===== src/design/dll_pkg.sv =====
// ============================================================================
// dll_pkg
// Shared types and constants for the doubly linked list manager.
// ============================================================================
`default_nettype none

package dll_pkg;

    localparam int NODE_W         = 6;
    localparam int KIND_W         = 2;
    localparam int DLL_NODE_COUNT = 64;

    localparam logic [KIND_W-1:0] KIND_INSERT = 2'd0;
    localparam logic [KIND_W-1:0] KIND_REMOVE = 2'd1;
    localparam logic [KIND_W-1:0] KIND_SHIFT  = 2'd2;
    localparam logic [KIND_W-1:0] KIND_QUERY  = 2'd3;

    typedef logic [NODE_W-1:0] node_t;

    typedef struct packed {
        logic [KIND_W-1:0] kind;
        node_t             node;
    } dll_req_t;

    typedef struct packed {
        node_t shifted_node;
        logic  is_queued;
        logic  pending;
    } dll_rsp_t;

    // controller -> datapath
    typedef struct packed {
        logic load;
        logic rd;
        logic exec;
    } dll_cmd_t;

    // datapath -> controller
    typedef struct packed {
        logic tgt_ok;
    } dll_stat_t;

endpackage

`default_nettype wire


===== src/design/doubly_linked_list_manager_top.sv =====
// ============================================================================
// doubly_linked_list_manager_top
// Intrusive doubly linked list over numbered nodes (node 0 is null).
// ============================================================================
// Sequence: the accepting edge loads the request, READ reads the link RAMs,
//   EXEC updates the list and registers the result; READ is skipped when the
//   target is null, out of range, or a shift finds the list empty.
// Requests: a new one is not taken before the last is through; busy covers the
//   link read cycle and the execute cycle, set by the registered read of the RAMs.
// Reset: list empty at once; link entries carry valid flops cleared by reset,
//   so no clearing pass. The receiver cannot stall: done lasts one cycle.
// ============================================================================
`default_nettype none

module doubly_linked_list_manager_top
    import dll_pkg::*;
#(
    parameter int NODE_COUNT = DLL_NODE_COUNT
) (
    input  wire logic     clk,
    input  wire logic     rst_n,
    // request side: transfer when start is high and busy is low
    input  wire logic     start,
    input  wire dll_req_t request,
    output logic          busy,
    // result side: one transfer per request, done is a single-cycle strobe
    output logic          done,
    output dll_rsp_t      result
);

    dll_cmd_t  cmd;
    dll_stat_t stat;

    // FSM: IDLE -> READ (link lookup of target) -> EXEC (update, result); READ skipped for an invalid target
    dll_ctrl u_ctrl (
        .clk   (clk),
        .rst_n (rst_n),
        .start (start),
        .stat  (stat),
        .cmd   (cmd),
        .busy  (busy)
    );

    // head, forward/backward link RAMs, valid bits, result register
    dll_datapath #(
        .NODE_COUNT (NODE_COUNT)
    ) u_dp (
        .clk     (clk),
        .rst_n   (rst_n),
        .cmd     (cmd),
        .request (request),
        .stat    (stat),
        .done    (done),
        .result  (result)
    );

endmodule

`default_nettype wire


===== src/design/dll_ram.sv =====
// ============================================================================
// dll_ram
// Generic single write port, single read port RAM with registered read.
// ============================================================================
`default_nettype none

module dll_ram #(
    parameter int WIDTH = 8,
    parameter int DEPTH = 64
) (
    input  wire logic                     clk,
    input  wire logic                     we,
    input  wire logic [$clog2(DEPTH)-1:0] waddr,
    input  wire logic [WIDTH-1:0]         wdata,
    input  wire logic                     re,
    input  wire logic [$clog2(DEPTH)-1:0] raddr,
    output logic      [WIDTH-1:0]         rdata
);

    logic [WIDTH-1:0] mem [DEPTH];
    logic [WIDTH-1:0] rdata_reg;

    always_ff @(posedge clk)
    begin
        if (we)
        begin
            mem[waddr] <= wdata;
        end
        if (re)
        begin
            rdata_reg <= mem[raddr];
        end
    end

    assign rdata = rdata_reg;

endmodule

`default_nettype wire


===== src/design/dll_ctrl.sv =====
// ============================================================================
// dll_ctrl
// Sequencer: accept, link read, execute.
// ============================================================================
`default_nettype none

module dll_ctrl
    import dll_pkg::*;
(
    input  wire logic      clk,
    input  wire logic      rst_n,
    input  wire logic      start,
    input  wire dll_stat_t stat,
    output dll_cmd_t       cmd,
    output logic           busy
);

    localparam logic [1:0] ST_IDLE = 2'd0;
    localparam logic [1:0] ST_READ = 2'd1;
    localparam logic [1:0] ST_EXEC = 2'd2;

    logic [1:0] state_reg;
    logic [1:0] state_next;

    always_comb
    begin
        state_next = state_reg;
        cmd        = '0;
        unique case (state_reg)
            ST_IDLE:
            begin
                if (start)
                begin
                    cmd.load   = 1'b1;
                    // nothing to look up for a null or out-of-range target
                    state_next = stat.tgt_ok ? ST_READ : ST_EXEC;
                end
            end
            ST_READ:
            begin
                cmd.rd     = 1'b1;
                state_next = ST_EXEC;
            end
            ST_EXEC:
            begin
                cmd.exec   = 1'b1;
                state_next = ST_IDLE;
            end
            default:
            begin
                state_next = ST_IDLE;
            end
        endcase
    end

    always_ff @(posedge clk or negedge rst_n)
    begin
        if (!rst_n)
        begin
            state_reg <= ST_IDLE;
        end
        else
        begin
            state_reg <= state_next;
        end
    end

    assign busy = (state_reg != ST_IDLE);

endmodule

`default_nettype wire


===== src/design/dll_datapath.sv =====
// ============================================================================
// dll_datapath
// Head register, link RAMs with per-entry valid bits, result register.
// ============================================================================
`default_nettype none

module dll_datapath
    import dll_pkg::*;
#(
    parameter int NODE_COUNT = DLL_NODE_COUNT
) (
    input  wire logic     clk,
    input  wire logic     rst_n,
    input  wire dll_cmd_t cmd,
    input  wire dll_req_t request,
    output dll_stat_t     stat,
    output logic          done,
    output dll_rsp_t      result
);

    localparam int TBL_DEPTH = (NODE_COUNT < (1 << NODE_W)) ? NODE_COUNT : (1 << NODE_W);
    localparam int ADDR_W    = $clog2(TBL_DEPTH);

    logic [KIND_W-1:0]    kind_reg;
    node_t                tgt_reg;
    logic                 tgt_ok_reg;
    node_t                head_reg;
    node_t                head_next;
    logic [TBL_DEPTH-1:0] fwd_vld_reg;
    logic [TBL_DEPTH-1:0] fwd_vld_next;
    logic [TBL_DEPTH-1:0] bwd_vld_reg;
    logic [TBL_DEPTH-1:0] bwd_vld_next;
    logic                 done_reg;
    dll_rsp_t             rsp_reg;

    node_t                req_tgt;
    logic                 req_tgt_ok;
    logic [ADDR_W-1:0]    addr;
    node_t                fwd_rdata;
    node_t                bwd_rdata;
    node_t                fl;
    node_t                bl;
    logic                 queued;

    logic                 fwd_we;
    logic [ADDR_W-1:0]    fwd_waddr;
    node_t                fwd_wdata;
    logic                 bwd_we;
    logic [ADDR_W-1:0]    bwd_waddr;
    node_t                bwd_wdata;

    node_t                shifted;
    logic                 is_q;

    // shift operates on the current head
    assign req_tgt    = (request.kind == KIND_SHIFT) ? head_reg : request.node;
    assign req_tgt_ok = (req_tgt != '0) && (int'(req_tgt) < NODE_COUNT);
    assign stat.tgt_ok = req_tgt_ok;

    assign addr = tgt_reg[ADDR_W-1:0];

    dll_ram #(
        .WIDTH (NODE_W),
        .DEPTH (TBL_DEPTH)
    ) u_fwd_ram (
        .clk   (clk),
        .we    (fwd_we),
        .waddr (fwd_waddr),
        .wdata (fwd_wdata),
        .re    (cmd.rd),
        .raddr (addr),
        .rdata (fwd_rdata)
    );

    dll_ram #(
        .WIDTH (NODE_W),
        .DEPTH (TBL_DEPTH)
    ) u_bwd_ram (
        .clk   (clk),
        .we    (bwd_we),
        .waddr (bwd_waddr),
        .wdata (bwd_wdata),
        .re    (cmd.rd),
        .raddr (addr),
        .rdata (bwd_rdata)
    );

    // entries never written since reset, or cleared, read as null
    assign fl     = fwd_vld_reg[addr] ? fwd_rdata : '0;
    assign bl     = bwd_vld_reg[addr] ? bwd_rdata : '0;
    assign queued = tgt_ok_reg && ((head_reg == tgt_reg) || (fl != '0) || (bl != '0));

    always_comb
    begin
        head_next    = head_reg;
        fwd_vld_next = fwd_vld_reg;
        bwd_vld_next = bwd_vld_reg;
        fwd_we       = 1'b0;
        fwd_waddr    = addr;
        fwd_wdata    = '0;
        bwd_we       = 1'b0;
        bwd_waddr    = addr;
        bwd_wdata    = '0;
        shifted      = '0;
        is_q         = 1'b0;
        if (cmd.exec)
        begin
            unique case (kind_reg) inside
                KIND_INSERT:
                begin
                    if (tgt_ok_reg && !queued)
                    begin
                        fwd_we             = 1'b1;
                        fwd_wdata          = head_reg;
                        fwd_vld_next[addr] = 1'b1;
                        if (head_reg != '0)
                        begin
                            bwd_we    = 1'b1;
                            bwd_waddr = head_reg[ADDR_W-1:0];
                            bwd_wdata = tgt_reg;
                            bwd_vld_next[head_reg[ADDR_W-1:0]] = 1'b1;
                        end
                        head_next = tgt_reg;
                    end
                end
                KIND_REMOVE, KIND_SHIFT:
                begin
                    if (tgt_ok_reg)
                    begin
                        if (tgt_reg == head_reg)
                        begin
                            head_next = fl;
                            if (fl != '0)
                            begin
                                bwd_vld_next[fl[ADDR_W-1:0]] = 1'b0;
                            end
                        end
                        else
                        begin
                            if (bl != '0)
                            begin
                                fwd_we    = 1'b1;
                                fwd_waddr = bl[ADDR_W-1:0];
                                fwd_wdata = fl;
                                fwd_vld_next[bl[ADDR_W-1:0]] = 1'b1;
                            end
                            if (fl != '0)
                            begin
                                bwd_we    = 1'b1;
                                bwd_waddr = fl[ADDR_W-1:0];
                                bwd_wdata = bl;
                                bwd_vld_next[fl[ADDR_W-1:0]] = 1'b1;
                            end
                        end
                        fwd_vld_next[addr] = 1'b0;
                        bwd_vld_next[addr] = 1'b0;
                        if (kind_reg == KIND_SHIFT)
                        begin
                            shifted = tgt_reg;
                        end
                    end
                end
                KIND_QUERY:
                begin
                    is_q = queued;
                end
                default:
                begin
                end
            endcase
        end
    end

    always_ff @(posedge clk or negedge rst_n)
    begin
        if (!rst_n)
        begin
            kind_reg    <= KIND_INSERT;
            tgt_reg     <= '0;
            tgt_ok_reg  <= 1'b0;
            head_reg    <= '0;
            fwd_vld_reg <= '0;
            bwd_vld_reg <= '0;
            done_reg    <= 1'b0;
        end
        else
        begin
            if (cmd.load)
            begin
                kind_reg   <= request.kind;
                tgt_reg    <= req_tgt;
                tgt_ok_reg <= req_tgt_ok;
            end
            head_reg    <= head_next;
            fwd_vld_reg <= fwd_vld_next;
            bwd_vld_reg <= bwd_vld_next;
            done_reg    <= cmd.exec;
        end
    end

    always_ff @(posedge clk)
    begin
        if (cmd.exec)
        begin
            rsp_reg.shifted_node <= shifted;
            rsp_reg.is_queued    <= is_q;
            rsp_reg.pending      <= (head_next != '0);
        end
    end

    assign done   = done_reg;
    assign result = rsp_reg;

endmodule

`default_nettype wire


===== config.mk =====
export PLATFORM = sky130hd
export DESIGN_NAME = doubly_linked_list_manager_top
export DESIGN_NICKNAME = d
export VERILOG_FILES = /design/src/design/dll_pkg.sv /design/src/design/doubly_linked_list_manager_top.sv /design/src/design/dll_ram.sv /design/src/design/dll_ctrl.sv /design/src/design/dll_datapath.sv
export SDC_FILE = /design/constraint.sdc
export NUM_CORES = 1
export LEC_CHECK = 0
export BUFFER_PORTS_ARGS = -buffer_cell sky130_fd_sc_hd__buf_2
export CORE_UTILIZATION = 40
export DETAILED_ROUTE_END_ITERATION = 6
export GPL_ROUTABILITY_DRIVEN = 0
export PLACE_DENSITY = 0.53
export SKIP_LAST_GASP = 1
export SYNTH_ARGS = -nofsm -noshare
export SYNTH_HDL_FRONTEND = slang
export SYNTH_HIERARCHICAL = 1
export SYNTH_SLANG_ARGS = --single-unit

===== constraint.sdc =====
create_clock -name clk -period 11.6 [get_ports clk]
set_clock_uncertainty 0.2 [all_clocks]
set_input_delay 0 -clock clk [delete_from_list [all_inputs] [get_ports clk]]
set_output_delay 0 -clock clk [all_outputs]
set_load 0.02 [all_outputs]

==> results of run 1 <==
critical path: cells and delay by family (launching register included):
family	cells	cell delay, ns
flops	1	1.22
buf+inv	2	1.10
compound gates	7	2.09
simple gates	4	1.89
mux	1	0.42
report_power, final:
part / switching, mW / internal, mW / leakage [nW]
sequential: 0.297 / 3.91 / 8.87
clock: 1.35 / 1.96 / 1.64
combinational: 2.41 / 1.18 / 5.09
synth_stat cells, drive strengths merged (10+ instances only):
| cell | count |
|---|---|
| nor2b | 35 |
| o22ai | 41 |
| mux4 | 189 |
| a2bb2oi | 16 |
| nand2 | 155 |
| nor2 | 232 |
| o221ai | 22 |
| buf | 96 |
| a41oi | 10 |
| a21oi | 151 |
| nor3 | 55 |
| or3 | 11 |
| a211o | 18 |
| a311oi | 18 |
| nand3b | 10 |
| a31oi | 40 |
| and3 | 27 |
| nand4 | 32 |
| inv | 18 |
| o21ai | 64 |
| o31ai | 12 |
| clkbuf | 128 |
| nand2b | 17 |
| dfrtp | 146 |
| edfxtp | 788 |
| a211oi | 35 |
| o22a | 41 |
| mux2 | 34 |
| a22oi | 29 |
| o221a | 21 |
| nand3 | 65 |
| and2 | 16 |
| mux2i | 83 |
| a32oi | 11 |
placed cells by master (no fill, tap or decap), types with 27 or more instances in the layout:
master,count
sky130_fd_sc_hd__edfxtp_1,788
sky130_fd_sc_hd__nor2_1,225
sky130_fd_sc_hd__mux4_2,177
sky130_fd_sc_hd__nand2_1,155
sky130_fd_sc_hd__a21oi_1,150
sky130_fd_sc_hd__dfrtp_1,140
sky130_fd_sc_hd__clkbuf_16,98
sky130_fd_sc_hd__mux2i_1,83
sky130_fd_sc_hd__nand3_1,65
sky130_fd_sc_hd__nor3_1,54
sky130_fd_sc_hd__buf_4,53
sky130_fd_sc_hd__o21ai_0,45
sky130_fd_sc_hd__o22ai_1,41
sky130_fd_sc_hd__o22a_1,41
sky130_fd_sc_hd__a31oi_1,40
sky130_fd_sc_hd__nor2b_1,34
sky130_fd_sc_hd__a211oi_1,34
sky130_fd_sc_hd__mux2_2,33
sky130_fd_sc_hd__nand4_1,31
sky130_fd_sc_hd__and3_1,27
path summary, 6_finish.rpt:
| path | end | slack, ns | cells past startpoint |
|---|---|---|---|
| min reg2reg | u_dp/fwd_vld_reg[2]$_DFFE_PN0P_ | 0.29 | 1 |
| max in group asynchronous | u_dp/addr[0]$_DFFE_PN0P_ | 9.63 | 4 |
| min in group asynchronous | u_dp/addr[3]$_DFFE_PN0P_ | 0.31 | 4 |
| min | u_dp/addr[0]$_DFFE_PN0P_ | 0.08 | 4 |
| max reg2reg | u_dp/u_bwd_ram/mem[33][5]$_DFFE_PP_ | 4.21 | 14 |
| max | u_dp/u_bwd_ram/mem[33][5]$_DFFE_PP_ | 4.21 | 14 |
area by class of cell:
| class | count | area [um^2] | area share (%) |
|---|---|---|---|
| timing repair buffer | 101 | 832 | 1.76 |
| sequential | 934 | 27300 | 58.0 |
| inverter | 18 | 67.6 | 0.143 |
| clock buffer | 112 | 2510 | 5.33 |
| tap | 1380 | 1730 | 3.66 |
| clock inverter | 64 | 868 | 1.84 |
| antenna | 2 | 5.00 | 0.0106 |
| multi-input combinational | 1657 | 13800 | 29.3 |
cell families after synthesis:
| family | count (synthesis) |
|---|---|
| flops | 934 |
| simple gates | 715 |
| compound gates | 626 |
| mux | 306 |
| buf+inv | 242 |
| xor+xnor | 6 |
| fa+ha+maj | 4 |
stage by stage:
stage | instance area (um^2) | hold slack (ns)
6_report | 47200 | 0.0789
4_1_cts | 47100 | 0.0407
3_5_place_dp | 43500 | -0.106
5_1_grt | 47100 | 0.119
2_1_floorplan | 42200 | -0.496
3_3_place_gp | 43500 | -0.120
metal layers:
layer	share of wire [%]	wire, um	global-route usage (%)
met2	45	58400	36.7
met1	42	54000	33.9
met4	4.3	5590	9.62
met3	8.8	11300	5.05
met5	0.053	69	0
==> reports/qor.csv, run 1 <==
metric;value;unit
number of CTS-inserted buffers;97;
Compound-Gate Fraction of Synth Area;10.7;%
Max-Slew Margin vs Limit;0.641;%
endpoints failing setup;0;
final number of hold-violating endpoints;0;
net count reported at finish;2824;
post-layout instance count excluding filler cells;4268;
worst setup margin;4.21;ns
fraction of layout cells with a size suffix above 1;17.7;%
max-capacitance violation count;1;
Core Footprint;0.104;mm^2
Tightest Pin Transition;1.49;ns
number of synthesized register bits;934;
violations in the final reports;max-capacitance violations;
drt total wl;129000;um
first-pass GRT wire length;191000;um
async set or reset register ratio after synthesis;15.6;%
maximum fanout along the worst path;117;
adder-cell share of the synthesized area;0.119;%
count of vias placed by the detailed router;27400;
total of fill cells in the finished design;9039;
unrepaired setup endpoints after global routing;false;
type of the worst setup path;flip-flop to flip-flop;
deepest level of the CTS H-tree;3;
Netlist cell types;90;
synthesized area per cell;14.9;um^2
final core area utilization;45.3;%
startpoint of the most critical hold path;request[0];
master cell of the clock root buffer;sky130_fd_sc_hd__clkbuf_16;
Post-Syn Area;0.0422;mm^2
registers with the most flip-flops;u_dp/u_bwd_ram/mem x384, u_dp/u_fwd_ram/mem x384;
TritonRoute pass-1 iters;6;
TNS Setup;0;ns
gate count after technology mapping;2833;
DPL Wire Length;80300;um
vias in the first global route;27300;
DRT iter0 DRCs;3698;
growth of design area from synthesis to finish;11.7;%
post-cts sizing count;0;
grt total ovfl;0;
slowest stage cell on the critical path;sky130_fd_sc_hd__dfrtp_4;
result of the run;finished with violations;
effective utilization at floorplan;40.5;%
number of sinks driven by the clock tree;934;
EDFF count, synth;788;
residual antenna-violating net count after detailed routing;0;
leakage component of the power;15.6;nW
floorplan die height;327;um
Worst setup EP type;flip-flop;
final period utilization;63.7;%
count of standard-cell rows;118;
number of design rule violations left after detail routing;0;
synthesized net count;2848;
kind of path behind the tightest hold check;primary input to flip-flop;
Critical Path AT;7.50;ns
worst slack, placed;4.23;ns
width of the die;327;um
clock-pin slew reported for the worst setup and hold paths after clock tree synthesis;0.06;ns
mean routed wirelength per cell;30.3;um
share of the yosys chip area belonging to registers;64.7;%
count of input and output buffers;20;
combinational family with the most area after synthesis;multiplexers;
total count of max-transition violations in the final report;0;
top flip-flop cell by instance count after synthesis;sky130_fd_sc_hd__edfxtp_1;
Clock Tree Buf Depth;3;
vias per cell;6.41;
number of placed instances with taps included;4065;
Skew-Pair Late Insertion Delay;0.70;ns
CTS tree;yes;
total global-route track usage;24.1;%
RR Startpoint;u_dp/addr[0]$_DFFE_PN0P_;
cell types with the largest area share after synthesis;sky130_fd_sc_hd__edfxtp_1 56%, sky130_fd_sc_hd__mux4_2 9.4%, sky130_fd_sc_hd__dfrtp_1 8.7%;
number of post-CTS setup repair buffers;0;
initial antenna violation count;6;
final critical path time including I/O delays and setup;7.39;ns
share of the synthesized area in the top cell type;56.1;%
kind of start point of the critical path;flip-flop;
proportion of synthesized area in mux cells;13.1;%
power consumption;11.1;mW
Most common cell on crit path;sky130_fd_sc_hd__nor2_1;
pin count of the biggest net entering global routing;128;
Critical path origin;u_dp/addr[0]$_DFFE_PN0P_;
top cell type by total area after synthesis;sky130_fd_sc_hd__edfxtp_1;
I/O pin count;21;
post-synthesis xor/xnor area fraction;0.125;%
Worst path max stage delay;1.22;ns
Worst IR Drop VDD;0.159;mV
post-cts hold buffer count;25;
area of the die;0.107;mm^2
CP required;11.71;ns
chain of cells forming the critical path;buf_12 -> mux2_2 -> a22o_1 -> o21ai_0 -> and4_1 -> a22oi_4 -> a2111oi_4 -> a21oi_4 -> buf_4 -> a21o_1 -> a221o_1 -> nor2_1 -> nand3_1 -> nor2_1;
simple-gate share of the synthesized area;8.30;%
number of warnings reported in the yosys synthesis log;6;
top achievable clock speed;135;MHz
pwr/cell area;236;mW/mm^2
(Power assumes the default switching activity.)
==> run 2, diff against run 1 <==
--- a/config.mk
+++ b/config.mk
@@ -9,7 +9,7 @@
 export CORE_UTILIZATION = 40
 export DETAILED_ROUTE_END_ITERATION = 6
 export GPL_ROUTABILITY_DRIVEN = 0
-export PLACE_DENSITY = 0.53
+export PLACE_DENSITY = 0.55
 export SKIP_LAST_GASP = 1
 export SYNTH_ARGS = -nofsm -noshare
 export SYNTH_HDL_FRONTEND = slang
==> constraint.sdc (replaced) <==
create_clock -name clk -period 6.6 [get_ports clk]
set_clock_uncertainty 0.2 [all_clocks]
set_input_delay 0 -clock clk [delete_from_list [all_inputs] [get_ports clk]]
set_output_delay 0 -clock clk [all_outputs]
set_load 0.02 [all_outputs]
==> run 2 against run 1 <==
  * The run ends with design-rule violations left
  * Sequential cell count is the same
  * Die area unchanged
  * Power rose by 73%
  * Final cell count is 0.94% higher
  * Clock-buffer cell count grew 15
  * Routed wire length decreased by 3.5%
  * Via count shrank 0.29%
  * Register-to-register slack lost 3.7 ns
  * Critical path depth fell by 1
  * Largest power group unchanged
  * Clock power rose by 67%
  * Design area rose by 0.11%
==> reports/qor.csv, run 2 (synthesized netlist as in run 1, its figures left out) <==
metric;value;unit
chain of cells forming the critical path;buf_4 -> mux2_2 -> a22oi_1 -> a31oi_1 -> a2111oi_4 -> nand4_4 -> a2111oi_2 -> buf_4 -> nor2_1 -> nor2_1 -> nor2b_1 -> nand3_1 -> nor2_1;
worst slack, placed;0.599;ns
type of the worst setup path;flip-flop to flip-flop;
count of standard-cell rows;118;
power consumption;19.2;mW
TritonRoute pass-1 iters;7;
count of vias placed by the detailed router;27300;
I/O pin count;21;
Register-to-Register Setup Slack;0.49;ns
width of the die;327;um
most common cell after layout, fill and taps aside;sky130_fd_sc_hd__edfxtp_1;
dominant delay contributor by cell family on the critical path;simple AND/OR/NAND/NOR gates;
worst setup margin;0.494;ns
mean routed wirelength per cell;29.0;um
worst path buffer plus inverter count;2;
total of fill cells in the finished design;8991;
residual antenna-violating net count after detailed routing;0;
Worst IR Drop VDD;0.236;mV
growth of design area from synthesis to finish;11.8;%
final period utilization;92.5;%
Worst path max stage delay;0.78;ns
total global-route track usage;23.2;%
kind of start point of the critical path;flip-flop;
Most common cell on crit path;sky130_fd_sc_hd__nor2_1;
Max-Slew Margin vs Limit;3.69;%
grt total ovfl;0;
path depth of the worst reg2reg path;13;
Clock Tree Buf Depth;3;
clock-pin slew reported for the worst setup and hold paths after clock tree synthesis;0.06;ns
pwr/cell area;407;mW/mm^2
floorplan die height;327;um
area of the die;0.107;mm^2
Critical Path AT;6.21;ns
initial antenna violation count;1;
total count of max-transition violations in the final report;0;
Core Footprint;0.104;mm^2
TNS Setup;0;ns
registers with the most flip-flops;u_dp/u_bwd_ram/mem x384, u_dp/u_fwd_ram/mem x384;
drt total wl;125000;um
kind of path behind the tightest hold check;primary input to flip-flop;
number of design rule violations left after detail routing;7;
post-cts sizing count;0;
DPL Wire Length;82700;um
Worst setup EP type;flip-flop;
area of all sequential standard cells;0.0273;mm^2
violations in the final reports;design-rule violations;
area used by multi-input combinational logic;0.0138;mm^2
unrepaired setup endpoints after global routing;false;
max-capacitance violation count;0;
number of gates on the worst path with buffers counted;13;
count of input and output buffers;20;
net count reported at finish;2861;
last element of the critical path;u_dp/u_fwd_ram/mem[6][3]$_DFFE_PP_;
top achievable clock speed;164;MHz
most used cells in the layout excluding fill and tap cells;788 x sky130_fd_sc_hd__edfxtp_1, 225 x sky130_fd_sc_hd__nor2_1, 177 x sky130_fd_sc_hd__mux4_2;
vias in the first global route;26900;
master cell of the clock root buffer;sky130_fd_sc_hd__clkbuf_16;
fraction of layout cells with a size suffix above 1;18.6;%
slowest stage cell on the critical path;sky130_fd_sc_hd__a2111oi_2;
leakage component of the power;15.7;nW
final critical path time including I/O delays and setup;6.11;ns
effective utilization at floorplan;40.5;%
number of sinks driven by the clock tree;934;
Tightest Pin Transition;1.44;ns
vias per cell;6.34;
CP required;6.70;ns
number of CTS-inserted buffers;99;
pin count of the biggest net entering global routing;87;
final core area utilization;45.4;%
maximum fanout along the worst path;31;
result of the run;finished with violations;
DRT iter0 DRCs;3639;
RR Startpoint;u_dp/addr[2]$_DFFE_PN0P_;
CTS tree;yes;
deepest level of the CTS H-tree;3;
endpoints failing setup;0;
Critical path origin;u_dp/addr[2]$_DFFE_PN0P_;
final number of hold-violating endpoints;0;
endpoint of the worst register-to-register path;u_dp/u_fwd_ram/mem[6][3]$_DFFE_PP_;
Skew-Pair Late Insertion Delay;0.68;ns
first-pass GRT wire length;185000;um
## run 2: cell types whose count changed in the layout (fill, tap and decap cells not counted), moves of 2 or more
cell	before	now
sky130_fd_sc_hd__nor3_2	1	3
sky130_fd_sc_hd__dlygate4sd3_1	24	15
sky130_fd_sc_hd__buf_4	53	99
sky130_fd_sc_hd__nor3_1	54	52
sky130_fd_sc_hd__clkinv_2	15	12
sky130_fd_sc_hd__bufinv_16	18	12
sky130_fd_sc_hd__clkbuf_1	13	28
sky130_fd_sc_hd__buf_12	3	1
sky130_fd_sc_hd__clkinv_1	17	19
## run 2: tightest hold or removal path, delay by kind of cell
kind | cells | cell delay, ns
AO/OA/AOI/OAI | 1 | 0.15
multiplexers | 1 | 0.07
buffers and inverters | 2 | 0.68
## run 2: how the worst min path moves through the flow
stage	from	slack, ns	cells after the start	to
final	request[2]	0.06	4	u_dp/addr[2]$_DFFE_PN0P_
after global routing	request[2]	0.06	4	u_dp/addr[2]$_DFFE_PN0P_
after CTS	request[2]	0.02	4	u_dp/addr[2]$_DFFE_PN0P_
after detailed placement	rst_n	-0.03	1	u_dp/bwd_vld_reg[9]$_DFFE_PN0P_
after global placement	rst_n	-0.04	1	u_dp/bwd_vld_reg[9]$_DFFE_PN0P_
after floorplan	rst_n	-0.50	0	u_ctrl/state_reg[0]$_DFFE_PN0P_
## run 2: area by class of cell
cell class | count | area share, %
inverters | 18 | 0.143
diodes | 1 | 0.00530
flip-flops and latches | 934 | 57.9
clock inverters | 55 | 1.34
multi-input cells | 1657 | 29.3
repair buffers | 136 | 2.22
well taps | 1380 | 3.66
clock buffers | 127 | 5.47
## run 2: timing repair
action / 4_1_cts / 5_1_grt
buffers inserted: 0 / 0
hold buffers: 16 / 0
hold endpoints to repair: 97 / 0
## run 2: routing by layer
layer,global-route usage (%),vias up,share of wire (%)
li1,-,11500,-
met1,32.7,14000,41
met2,35.7,1507,46
met3,4.45,341,8.8
met4,8.64,2,4.1
met5,0,-,0.010
## run 2: through the flow
| step | cell area [um^2] | hold WS (ns) | std cells |
|---|---|---|---|
| global placement | 43800 | -0.0433 | 4109 |
| CTS | 47200 | 0.0209 | 4307 |
| detailed placement | 43800 | -0.0334 | 4109 |
| global route | 47200 | 0.0577 | 4307 |
| floorplan | 42200 | -0.496 | 2833 |
| finish | 47200 | 0.0647 | 4308 |
## run 2: power breakdown
part / total, mW / leakage, nW / switching, mW / internal (mW)
clock network: 5.55 / 1.55 / 2.31 / 3.24
registers: 7.32 / 8.85 / 0.441 / 6.88
logic: 6.35 / 5.26 / 4.21 / 2.14
total: 19.2 / 15.7 / 6.96 / 12.3
